==> config.mk <==
export PLATFORM = sky130hd
export DESIGN_NAME = length_prefixed_utf8_string_decoder_top
export DESIGN_NICKNAME = d
export VERILOG_FILES = /design/src/design/lpu8_pkg.sv /design/src/design/lpu8_fifo.sv /design/src/design/lpu8_front.sv /design/src/design/lpu8_back.sv /design/src/design/length_prefixed_utf8_string_decoder_top.sv
export SDC_FILE = /design/constraint.sdc
export NUM_CORES = 1
export LEC_CHECK = 0
export BUFFER_PORTS_ARGS = -buffer_cell sky130_fd_sc_hd__buf_2
export CELL_PAD_IN_SITES_DETAIL_PLACEMENT = 0
export CELL_PAD_IN_SITES_GLOBAL_PLACEMENT = 1
export CORE_AREA = 4 4 193 195
export CTS_CLUSTER_DIAMETER = 80
export DETAILED_ROUTE_END_ITERATION = 12
export DIE_AREA = 0 0 197 199
export PLACE_DENSITY_LB_ADDON = 0.1
export SLEW_MARGIN = 20
export SYNTH_ARGS = -nofsm -noshare
export SYNTH_HDL_FRONTEND = slang
export SYNTH_HIERARCHICAL = 1
export SYNTH_SLANG_ARGS = --single-unit
==> constraint.sdc <==
create_clock -name clk_i -period 11.14 [get_ports clk_i]
set_input_delay 1.671 -clock clk_i [delete_from_list [all_inputs] [get_ports clk_i]]
set_output_delay 1.671 -clock clk_i [all_outputs]
set_load 0.1 [all_outputs]
==> src/design/lpu8_pkg.sv <==
// shared types, constants and helpers for the length-prefixed utf8 string decoder
`timescale 1ns / 1ps
package lpu8_pkg;

  localparam int unsigned FifoDepthDefault = 2;

  localparam logic [7:0]  ContBit     = 8'h80;
  localparam logic [7:0]  LeadMask3   = 8'hE0;
  localparam logic [16:0] MaxLenReset = 17'd65536;
  localparam logic [16:0] MaxLenCap   = 17'd65536;
  localparam logic [16:0] DoneSat     = 17'd65536;
  localparam logic [2:0]  VarintGroups = 3'd5;

  // decoded event handed from front to back
  typedef struct packed {
    logic        empty_rec;
    logic        last;
    logic [15:0] unit;
    logic [30:0] len;
  } lpu8_evt_t;

  // number of characters that may be kept, from the max_length register
  function automatic logic [15:0] keep_limit(input logic [16:0] m);
    logic [16:0] mc;
    logic [16:0] lim;
    mc = m;
    if (mc == 17'd0) mc = 17'd1;
    if (mc > MaxLenCap) mc = MaxLenCap;
    lim = mc - 17'd1;
    return lim[15:0];
  endfunction

endpackage

==> src/design/lpu8_fifo.sv <==
// small event queue between the byte front end and the result back end
`timescale 1ns / 1ps
module lpu8_fifo #(
  parameter int unsigned Depth = lpu8_pkg::FifoDepthDefault
) (
  input  logic                clk_i,
  input  logic                rst_ni,
  input  logic                push_i,
  input  lpu8_pkg::lpu8_evt_t push_data_i,
  output logic                full_o,
  input  logic                pop_i,
  output logic                empty_o,
  output lpu8_pkg::lpu8_evt_t pop_data_o
);
  import lpu8_pkg::*;

  localparam int unsigned PtrW = (Depth > 1) ? $clog2(Depth) : 1;
  localparam int unsigned CntW = $clog2(Depth + 1);
  localparam logic [PtrW-1:0] PtrLast = PtrW'(Depth - 1);
  localparam logic [CntW-1:0] CntFull = CntW'(Depth);

  lpu8_evt_t       mem_q [Depth];
  logic [PtrW-1:0] wr_ptr_q, wr_ptr_d;
  logic [PtrW-1:0] rd_ptr_q, rd_ptr_d;
  logic [CntW-1:0] cnt_q, cnt_d;
  logic            do_push, do_pop;

  assign full_o     = (cnt_q == CntFull);
  assign empty_o    = (cnt_q == '0);
  assign do_push    = push_i && !full_o;
  assign do_pop     = pop_i && !empty_o;
  assign pop_data_o = mem_q[rd_ptr_q];

  always_comb begin
    wr_ptr_d = wr_ptr_q;
    rd_ptr_d = rd_ptr_q;
    cnt_d    = cnt_q;
    if (do_push) begin
      wr_ptr_d = (wr_ptr_q == PtrLast) ? '0 : wr_ptr_q + PtrW'(1);
    end
    if (do_pop) begin
      rd_ptr_d = (rd_ptr_q == PtrLast) ? '0 : rd_ptr_q + PtrW'(1);
    end
    if (do_push && !do_pop) begin
      cnt_d = cnt_q + CntW'(1);
    end else if (!do_push && do_pop) begin
      cnt_d = cnt_q - CntW'(1);
    end
  end

  always_ff @(posedge clk_i or negedge rst_ni) begin
    if (!rst_ni) begin
      wr_ptr_q <= '0;
      rd_ptr_q <= '0;
      cnt_q    <= '0;
    end else begin
      wr_ptr_q <= wr_ptr_d;
      rd_ptr_q <= rd_ptr_d;
      cnt_q    <= cnt_d;
    end
  end

  always_ff @(posedge clk_i) begin
    if (do_push) begin
      mem_q[wr_ptr_q] <= push_data_i;
    end
  end

endmodule

==> src/design/lpu8_front.sv <==
// front end: varint length prefix and modified utf8 character assembly
`timescale 1ns / 1ps
module lpu8_front (
  input  logic                clk_i,
  input  logic                rst_ni,
  input  logic                in_valid_i,
  output logic                in_ready_o,
  input  logic [7:0]          data_byte_i,
  input  logic                fifo_full_i,
  output logic                push_o,
  output lpu8_pkg::lpu8_evt_t push_data_o
);
  import lpu8_pkg::*;

  typedef enum logic [1:0] {
    PH_LEN   = 2'b01,
    PH_CHARS = 2'b10
  } phase_e;

  phase_e      phase_q, phase_d;
  logic [30:0] accum_q, accum_d;
  logic [2:0]  shift_q, shift_d;
  logic [30:0] left_q, left_d;
  logic [1:0]  pend_q, pend_d;
  logic [15:0] part_q, part_d;

  logic        accept;
  logic [30:0] grp;
  logic [30:0] accum_new;
  logic [15:0] unit;
  logic        done;
  logic [30:0] left_dec;
  lpu8_evt_t   evt;
  logic        evt_valid;

  assign in_ready_o = !fifo_full_i;
  assign accept     = in_valid_i && in_ready_o;
  assign grp        = {24'b0, data_byte_i[6:0]} << (5'd7 * {2'b0, shift_q});
  assign accum_new  = (shift_q < VarintGroups) ? (accum_q | grp) : accum_q;
  assign left_dec   = left_q - 31'd1;

  always_comb begin
    phase_d   = phase_q;
    accum_d   = accum_q;
    shift_d   = shift_q;
    left_d    = left_q;
    pend_d    = pend_q;
    part_d    = part_q;
    unit      = '0;
    done      = 1'b0;
    evt       = '0;
    evt_valid = 1'b0;
    case (phase_q)
      PH_LEN: begin
        accum_d = accum_new;
        if ((data_byte_i & ContBit) != 8'h00) begin
          if (shift_q < VarintGroups) shift_d = shift_q + 3'd1;
        end else begin
          shift_d = '0;
          if (accum_new == '0) begin
            evt.empty_rec = 1'b1;
            evt.last      = 1'b1;
            evt_valid     = 1'b1;
          end else begin
            phase_d = PH_CHARS;
            left_d  = accum_new;
            pend_d  = '0;
            part_d  = '0;
          end
        end
      end
      PH_CHARS: begin
        if (pend_q == 2'd0) begin
          if (!data_byte_i[7]) begin
            unit = {9'b0, data_byte_i[6:0]};
            done = 1'b1;
          end else if ((data_byte_i & LeadMask3) != LeadMask3) begin
            part_d = {5'b0, data_byte_i[4:0], 6'b0};
            pend_d = 2'd1;
          end else begin
            part_d = {data_byte_i[3:0], 12'b0};
            pend_d = 2'd2;
          end
        end else if (pend_q == 2'd2) begin
          part_d = part_q | {4'b0, data_byte_i[5:0], 6'b0};
          pend_d = 2'd1;
        end else begin
          unit   = part_q | {10'b0, data_byte_i[5:0]};
          pend_d = 2'd0;
          done   = 1'b1;
        end
        if (done) begin
          left_d    = left_dec;
          evt.unit  = unit;
          evt.len   = accum_q;
          evt.last  = (left_dec == '0);
          evt_valid = 1'b1;
          if (left_dec == '0) begin
            phase_d = PH_LEN;
            accum_d = '0;
            shift_d = '0;
            part_d  = '0;
          end
        end
      end
      default: begin
        phase_d = PH_LEN;
      end
    endcase
  end

  assign push_o      = accept && evt_valid;
  assign push_data_o = evt;

  always_ff @(posedge clk_i or negedge rst_ni) begin
    if (!rst_ni) begin
      phase_q <= PH_LEN;
      accum_q <= '0;
      shift_q <= '0;
      left_q  <= '0;
      pend_q  <= '0;
      part_q  <= '0;
    end else if (accept) begin
      phase_q <= phase_d;
      accum_q <= accum_d;
      shift_q <= shift_d;
      left_q  <= left_d;
      pend_q  <= pend_d;
      part_q  <= part_d;
    end
  end

endmodule

==> src/design/lpu8_back.sv <==
// back end: keep decision, length clamp and output register
`timescale 1ns / 1ps
module lpu8_back (
  input  logic                clk_i,
  input  logic                rst_ni,
  input  logic                cfg_valid_i,
  input  logic [16:0]         cfg_max_length_i,
  input  logic                fifo_empty_i,
  input  lpu8_pkg::lpu8_evt_t pop_data_i,
  output logic                pop_o,
  output logic                out_valid_o,
  input  logic                out_ready_i,
  output logic [15:0]         code_unit_o,
  output logic                unit_valid_o,
  output logic                record_end_o,
  output logic [15:0]         kept_length_o,
  output logic [30:0]         record_length_o
);
  import lpu8_pkg::*;

  logic [16:0] max_len_q;
  logic [16:0] done_q, done_d;
  logic        out_valid_q, out_valid_d;
  logic [15:0] unit_q;
  logic        uvalid_q, end_q;
  logic [15:0] kept_q;
  logic [30:0] len_q;

  logic [15:0] lim;
  logic        keep;
  logic        emit;
  logic [15:0] kept;

  assign lim   = keep_limit(max_len_q);
  assign keep  = !pop_data_i.empty_rec && (done_q < {1'b0, lim});
  assign emit  = keep || pop_data_i.last;
  assign kept  = (pop_data_i.len < {15'b0, lim}) ? pop_data_i.len[15:0] : lim;
  assign pop_o = !fifo_empty_i && (!out_valid_q || out_ready_i);

  always_comb begin
    done_d      = done_q;
    out_valid_d = out_valid_q;
    if (out_ready_i) out_valid_d = 1'b0;
    if (pop_o) begin
      if (!pop_data_i.empty_rec) begin
        if (pop_data_i.last) begin
          done_d = '0;
        end else if (done_q < DoneSat) begin
          done_d = done_q + 17'd1;
        end
      end
      if (emit) out_valid_d = 1'b1;
    end
  end

  always_ff @(posedge clk_i or negedge rst_ni) begin
    if (!rst_ni) begin
      max_len_q   <= MaxLenReset;
      done_q      <= '0;
      out_valid_q <= 1'b0;
    end else begin
      if (cfg_valid_i) max_len_q <= cfg_max_length_i;
      done_q      <= done_d;
      out_valid_q <= out_valid_d;
    end
  end

  // result payload, loaded only when a new result enters the output register
  always_ff @(posedge clk_i) begin
    if (pop_o && emit) begin
      unit_q   <= keep ? pop_data_i.unit : 16'h0000;
      uvalid_q <= keep;
      end_q    <= pop_data_i.last;
      kept_q   <= kept;
      len_q    <= pop_data_i.len;
    end
  end

  assign out_valid_o     = out_valid_q;
  assign code_unit_o     = unit_q;
  assign unit_valid_o    = uvalid_q;
  assign record_end_o    = end_q;
  assign kept_length_o   = kept_q;
  assign record_length_o = len_q;

endmodule

==> src/design/length_prefixed_utf8_string_decoder_top.sv <==
// top level of the length-prefixed modified utf8 string decoder
// throughput: one byte per cycle, sustained, as long as results are taken
// a byte that completes a result is written into the event queue at its transfer;
//   the result then enters the back end output register once that register is free
// the event queue depth (FifoDepth) sets how long the back end may stall alone
// reset: async active low; expects a length prefix, max_length returns to 65536
`timescale 1ns / 1ps
module length_prefixed_utf8_string_decoder_top #(
  parameter int unsigned FifoDepth = lpu8_pkg::FifoDepthDefault
) (
  input  logic        clk_i,
  input  logic        rst_ni,
  // configuration write channel, always ready
  input  logic        cfg_valid_i,
  output logic        cfg_ready_o,
  input  logic [16:0] cfg_max_length_i,
  // byte input
  input  logic        in_valid_i,
  output logic        in_ready_o,
  input  logic [7:0]  data_byte_i,
  // result output
  output logic        out_valid_o,
  input  logic        out_ready_i,
  output logic [15:0] code_unit_o,
  output logic        unit_valid_o,
  output logic        record_end_o,
  output logic [15:0] kept_length_o,
  output logic [30:0] record_length_o
);
  import lpu8_pkg::*;

  logic      fifo_full, fifo_empty;
  logic      push, pop;
  lpu8_evt_t push_data, pop_data;

  assign cfg_ready_o = 1'b1;

  // front: decodes varint prefix and character bytes, one event per finished
  // character or empty record
  lpu8_front u_front (
    .clk_i       (clk_i),
    .rst_ni      (rst_ni),
    .in_valid_i  (in_valid_i),
    .in_ready_o  (in_ready_o),
    .data_byte_i (data_byte_i),
    .fifo_full_i (fifo_full),
    .push_o      (push),
    .push_data_o (push_data)
  );

  // short queue so the front keeps taking bytes while the output is stalled
  lpu8_fifo #(
    .Depth (FifoDepth)
  ) u_fifo (
    .clk_i       (clk_i),
    .rst_ni      (rst_ni),
    .push_i      (push),
    .push_data_i (push_data),
    .full_o      (fifo_full),
    .pop_i       (pop),
    .empty_o     (fifo_empty),
    .pop_data_o  (pop_data)
  );

  // back: counts characters per record, drops the ones past the limit and
  // holds each result in the output register until its transfer
  lpu8_back u_back (
    .clk_i            (clk_i),
    .rst_ni           (rst_ni),
    .cfg_valid_i      (cfg_valid_i && cfg_ready_o),
    .cfg_max_length_i (cfg_max_length_i),
    .fifo_empty_i     (fifo_empty),
    .pop_data_i       (pop_data),
    .pop_o            (pop),
    .out_valid_o      (out_valid_o),
    .out_ready_i      (out_ready_i),
    .code_unit_o      (code_unit_o),
    .unit_valid_o     (unit_valid_o),
    .record_end_o     (record_end_o),
    .kept_length_o    (kept_length_o),
    .record_length_o  (record_length_o)
  );

  // a dropped character only surfaces when it closes the record
  assert property (@(posedge clk_i) disable iff (!rst_ni)
    out_valid_o && !unit_valid_o |-> record_end_o)
    else $error("dropped result without record end");

  // a kept character implies a nonzero kept length
  assert property (@(posedge clk_i) disable iff (!rst_ni)
    out_valid_o && unit_valid_o |-> kept_length_o != 16'd0)
    else $error("kept character with zero kept length");

  // kept length never exceeds the record length
  assert property (@(posedge clk_i) disable iff (!rst_ni)
    out_valid_o |-> {15'b0, kept_length_o} <= record_length_o)
    else $error("kept length above record length");

  // an empty record gives a closing result with no character
  assert property (@(posedge clk_i) disable iff (!rst_ni)
    out_valid_o && record_length_o == 31'd0 |-> record_end_o && !unit_valid_o)
    else $error("empty record result malformed");

  // the front never pushes into a full queue
  assert property (@(posedge clk_i) disable iff (!rst_ni)
    push |-> !fifo_full)
    else $error("event pushed into full queue");

endmodule
# Word-level counts from Yosys, hierarchy flattened
# Memories as Yosys holds them, arrays and structs flattened.
# Index checks and enable logic that the tools add are counted.
# W data, S select, Z words.
[totals] regBits=189 ram_bits=98 inputBits=30 out_inout_bits=68 elab_cells=145 memories=1
[classes] add_sub_neg=8 mul=1 n_lt_le_gt_ge=5 eq_ne=11 shifts=1 n_mux=65 bitwise_logic=4 n_reduce_logical=32
[mem_list] name="u_fifo.mem_q" words=2 width=49 rd=1 rd_ports_with_merged_regs=0 wr=1 line_no="lpu8_fifo.sv:22" rtl="lpu8_evt_t mem_q [Depth];"
[ops] op="$mux W16" n=12
[ops] op="$mux W31" n=6
[ops] op="$pmux W31 S2" n=2
[ops] op="$logic_not A31 Y1" n=2
[ops] op="$mux W17" n=3
[ops] op="$mux W48" n=1
[ops] op="$mux W47" n=1
[ops] op="$pmux W16 S2" n=1
[ops] op="$lt A31 B16 Y1" n=1
[ops] op="$or A31 B31 Y31" n=1
[ops] op="$shl A7 B5 Y31" n=1
[ops] op="$sub A31 B1 Y31 const B" n=1
[ops] op="$mux W2" n=13
[ops] op="$reduce_and A5 Y1" n=4
[ops] op="$add A17 B1 Y17 const B" n=1
[ops] op="$gt A17 B17 Y1 const B" n=1
[ops] op="$logic_not A17 Y1" n=1
[ops] op="$lt A17 B16 Y1" n=1
[ops] op="$lt A17 B17 Y1 const B" n=1
[ops] op="$mux W1" n=16
[ops] op="$or A16 B12 Y16" n=1
[ops] op="$or A16 B6 Y16" n=1
[ops] op="$sub A16 B1 Y16 const B" n=1
[ops] op="$mux W3" n=4
[ops] op="other kinds (24)" n=50

# Depth between registers and ports, before layout
[logic_depth] word_depth=14 mapped_depth=23 depth_no_buf=20

# By module
# The synthesis kept the hierarchy.
[modules_own_cells] mod="lpu8_front" instances=1 cells_per_inst=809 area_each_um2=6678.9 seq_area_each_um2=2128.3
[modules_own_cells] mod="lpu8_back" instances=1 cells_per_inst=424 area_each_um2=5144.9 seq_area_each_um2=2829.0
[modules_own_cells] mod="lpu8_fifo" instances=1 cells_per_inst=172 area_each_um2=3986.3 seq_area_each_um2=3042.9
[modules_own_cells] mod="length_prefixed_utf8_string_decoder_top" instances=1 cells_per_inst=2 area_each_um2=11.3 seq_area_each_um2=0.0

# Worst setup path after synthesis
# OpenSTA, ideal clock, no wires.
[synth_timing] kind="reg-to-reg" start="register u_front.shift_q[0]" end="memory u_fifo/mem_q[0][0] in the netlist's numbering, enable pin" setup_time_ns=0.456 arrival_ns=5.945 required_time_ns=10.684 setup_slack_ns=4.739 path_stages_with_launch=18 path_buffers=3 period_less_slack_ns=6.401 cell_sequence="dfrtp_1 > buf_2 > clkinv_1 > fa_1 > inv_1 > ha_1 > clkbuf_1 > buf_2 > mux2_2 > a221o_1 > a31oi_1 > o311ai_0 > nor4_1 > nand4_1 > nand2b_1 > a21oi_1 > nand2_1 > nor2_1"
[synth_between] elab_chain_cells=12 word_cells_on_any_way=13 classes_between="mul (1); order compare (1); shift (1); mux (6); bitwise (1); reduce/logical (3)"
[synth_rtl] element="from (decl)" line_no="lpu8_front.sv:22" rtl="logic [2:0] shift_q, shift_d;"
[synth_rtl] element="from (signal assigned)" line_no="lpu8_front.sv:126" rtl="shift_q <= shift_d;"
[synth_rtl] element="$mul A3 B3 Y5" line_no="lpu8_front.sv:38" rtl="assign grp = {24'b0, data_byte_i[6:0]} << (5'd7 * {2'b0, shift_q});"
[synth_rtl] element="$shl A7 B5 Y31" line_no="lpu8_front.sv:38"
[synth_rtl] element="$or A31 B31 Y31" line_no="lpu8_front.sv:39" rtl="assign accum_new = (shift_q < VarintGroups) ? (accum_q | grp) : accum_q;"
[synth_rtl] element="$mux W31 *" line_no="lpu8_front.sv:39"
[synth_rtl] element="$logic_not A31 Y1 *" line_no="lpu8_front.sv:60" rtl="if (accum_new == '0) begin"
[synth_rtl] element="$mux W1 *" line_no="lpu8_front.sv:60"
[synth_rtl] element="$mux W1 *" line_no="lpu8_front.sv:56" rtl="if ((data_byte_i & ContBit) != 8'h00) begin"
[synth_rtl] element="$pmux W1 S2 *" line_no="lpu8_front.sv:53" rtl="case (phase_q)"
[synth_rtl] element="$logic_and A1 B1 Y1 *" line_no="lpu8_front.sv:112" rtl="assign push_o = accept && evt_valid;"
[synth_rtl] element="net push" line_no="length_prefixed_utf8_string_decoder_top.sv:33" rtl="logic push, pop;"
[synth_rtl] element="$logic_and A1 B1 Y1 *" line_no="lpu8_fifo.sv:30" rtl="assign do_push = push_i && !full_o;"
[synth_rtl] element="$mux W1 *" line_no="lpu8_fifo.sv:64" rtl="if (do_push) begin"
[synth_rtl] element="$mux W1 (implied by the code) *" line_no="lpu8_fifo.sv:65" rtl="mem_q[wr_ptr_q] <= push_data_i;"
[synth_rtl] element="to (decl)" line_no="lpu8_fifo.sv:22"
# The timed path passes the listed nets; every way through them passes the cells marked *.

# Final worst setup path
[layout_timing] start="register u_front.shift_q[0]" end="memory u_fifo/mem_q[0][39] in the netlist's numbering, enable pin"
# The elaborated chain is that of the path after synthesis.

==> impl_metrics.toml <==
[global_route]
antenna_found_initial = 0
grt_pass1_vias = 11465
overflow = 0
grt_usage_pct = 23.6
grt_max_degree = 65
grt_pass1_wl_um = 71600

[timing]
grt_setup_unrepaired = "no"
min_period_ns = 6.80
setup-violations-final = 0
fin_worst_skew_ns = 0.0151
final_max_slew_viol_count = 0
finalHoldViolCount = 0
fmax_ghz = 0.147
tns_ns = 0
tightest_slew_ns = 1.06
relSlewSlack_pct = 29.6
timing.final.crit_share_pct = 61.0
finalWorstSetupSlack_ns = 4.34

[yosys]
synthesis.nets = 1479
yosys_warnings = 6
netlist_area_mm2 = 0.0158
yosys.area.top_type = "edfxtp_1"
ys_types = 102
syn_avg_cell_area_um2 = 11.2
netlist_instances = 1407
synth_top_area_share_pct = 30.9
synth_seq_area_share_pct = 50.6
synth_ff_type = "edfxtp_1"
synth-seq-cells = 287
synth_edf_count = 163
synthTopCellsByArea = "edfxtp_1 31%, dfrtp_1 19%, mux2_4 4.7%, ha_1 3.2%, and3_1 2.5%"
synth_common_cells = "163 x edfxtp_1, 122 x dfrtp_1, 101 x nor2_1, 63 x and3_1, 63 x nand2_1"
ys_async_sr_fraction_pct = 43.2
yosysMostFrequentCell = "edfxtp_1"

[min_path]
hold_depth = 1
holdPathEnd = "u_front/part_q[12]"
hp-start = "u_front/part_q[12]"
hp-class = "reg2reg"

[floorplanning]
die_area_mm2 = 0.0392
core_area_mm2 = 0.0354
die-height_um = 199
start_util_pct = 44.7
io_pins = 98
rows = 69
die_w_um = 197

[power]
p_leak_nw = 7.41
ir_worst_vdd_uv = 327
p_per_area_mw_per_mm2 = 257
finalPower_mw = 4.53

[placement]
place_ws_ns = 4.42
port-buffer-count = 96
placed_cells = 1896
gp_congestion = 0.937
hpwl_um = 34000

[critical_path]
cp_common_cell = "inv_1"
reg2reg_depth = 16
path_delay_family = "simple AND/OR/NAND/NOR gates"
crit_fanout = 30
required_ns = 11.32
setup.worst_path.class = "reg2reg"
crit_path_end_kind = "flop"
startpoint_type = "flop"
path_buf_inv = 5
r2r-end = "u_fifo/mem_q[0][39]"
crit_arrival_ns = 6.98
slowest_delay_ns = 0.95
path_cells = "clkinv_1 -> fa_1 -> inv_1 -> ha_1 -> inv_1 -> fa_1 -> inv_1 -> o31a_1 -> o31a_1 -> nor4_1 -> nand4_1 -> nand2b_1 -> a21oi_1 -> nand2_1 -> nor2_4 -> buf_4"
reg2reg_from = "u_front/shift_q[0]"
r2r_slack_ns = 4.34
cp_slowest_cell = "dfrtp_1"

[cells_and_area]
post_route_cells_drive_above_1_share_pct = 19.6
antenna_cells = 0
syn2layout_area_growth_pct = 11.7
utilization_pct = 49.9
fin_cells = 1960
layout.nets = 1544

[route]
drtIter0Drc = 892
dr.pass1.iters = 5
ant_nets = 0
wirelength_um = 46500
num_vias = 11739
viasPerCell = 5.99
wl_per_cell_um = 23.7
drc = 0

[cts]
cts_tree = "done"
clkLatencyLatePin_ns = 0.54
postCtsSetupBuffers = 0
cts.clk_slew.worst_paths_ns = 0.05
cts.repair.resized = 0
cts_root_buf = "clkbuf_16"
cts.sinks = 287
htreeDepth = 2
cts_inserted_buffers = 35
cts.path.max_buffers = 3
ctsHoldBuffers = 0

[outcome]
status = "finished, final reports clean"

[flow_run]
cap_violations = 0
worst max path at each step:
stage,start,end,slack [ns],cells after the start
6_report,u_front/shift_q[0],u_fifo/mem_q[0][39],4.34,16
5_1_grt,u_front/shift_q[0],u_fifo/mem_q[0][42],3.85,16
4_1_cts,u_front/shift_q[0],u_fifo/mem_q[0][39],4.39,16
3_5_place_dp,u_front/shift_q[0],u_fifo/mem_q[0][42],4.42,16
3_3_place_gp,u_front/shift_q[0],u_fifo/mem_q[0][42],4.47,16
2_1_floorplan,u_front/shift_q[0],u_fifo/mem_q[0][0],4.74,17
metal layers:
metal / track usage (%) / up-vias / routed length (µm)
met5: 0 / - / 0
met4: 8.12 / 0 / 1460
met3: 3.30 / 82 / 2330
met2: 38.6 / 368 / 21900
met1: 32.6 / 5783 / 20900
li1: - / 5506 / -
sequential cells by signal (all words and copies together) (netlist names), 2 cells and up:
name,cells
u_back/done_q,17
u_front/pend_q,2
u_front/accum_q,31
u_back/max_len_q,17
u_back/code_unit_o,16
u_front/part_q,16
u_front/left_q,31
u_front/phase_q,2
u_fifo/cnt_q,2
u_fifo/mem_q,98
u_back/kept_length_o,16
u_back/record_length_o,31
u_front/shift_q,3
cell families after synthesis:
group	share of synthesized area, %
adder cells (fa/ha/maj)	3.42
flip-flops	50.6
multiplexers	9.06
XOR/XNOR	1.38
AND/OR/NAND/NOR	17.6
buffers and inverters	4.37
AO/OA/AOI/OAI	13.5
other	0.0237
worst register-to-register path, stage by stage, from the launching register on:
cell      delay (ns)
dfrtp_1         0.95
clkinv_1        0.51
fa_1            0.61
inv_1           0.07
ha_1            0.13
inv_1           0.05
fa_1            0.82
inv_1           0.23
o31a_1          0.40
o31a_1          0.33
nor4_1          0.33
nand4_1         0.39
nand2b_1        0.32
a21oi_1         0.17
nand2_1         0.15
nor2_4          0.48
buf_4           0.49
power breakdown:
part	total (mW)	switching (mW)	leakage (nW)	internal, mW
logic	1.83	1.39	3.74	0.436
clock network	1.11	0.449	0.555	0.664
registers	1.59	0.157	3.12	1.43
total	4.53	2.00	7.41	2.53
cell usage in the layout, fill, tap and decap left out, types with 32 or more instances in the layout:
master / synthesis / layout
a21oi_1: 60 / 60
and3_1: 63 / 62
buf_2: 15 / 95
clkbuf_16: 0 / 35
dfrtp_1: 122 / 121
edfxtp_1: 163 / 163
ha_1: 40 / 39
inv_1: 50 / 50
mux2_2: 32 / 32
mux2_4: 49 / 49
nand2_1: 63 / 63
nand3_1: 36 / 36
nor2_1: 101 / 100
nor3_1: 49 / 49
o21ai_0: 56 / 56
through the flow:
step / area, µm² / hold slack, ns
6_report: 17700 / 0.485
5_1_grt: 17700 / 0.497
4_1_cts: 17700 / 0.489
3_5_place_dp: 16500 / 0.471
3_3_place_gp: 16500 / 0.469
2_1_floorplan: 15800 / 0.449
final cells by class:
class	count	area [µm²]
Sequential cell	287	8000
Inverter	51	191
Multi-Input combinational cell	983	7140
Timing Repair Buffer	114	618
Tap cell	461	577
Clock inverter	13	165
Fill cell	3251	17700
Clock buffer	51	976
(Power assumes the default switching activity.)
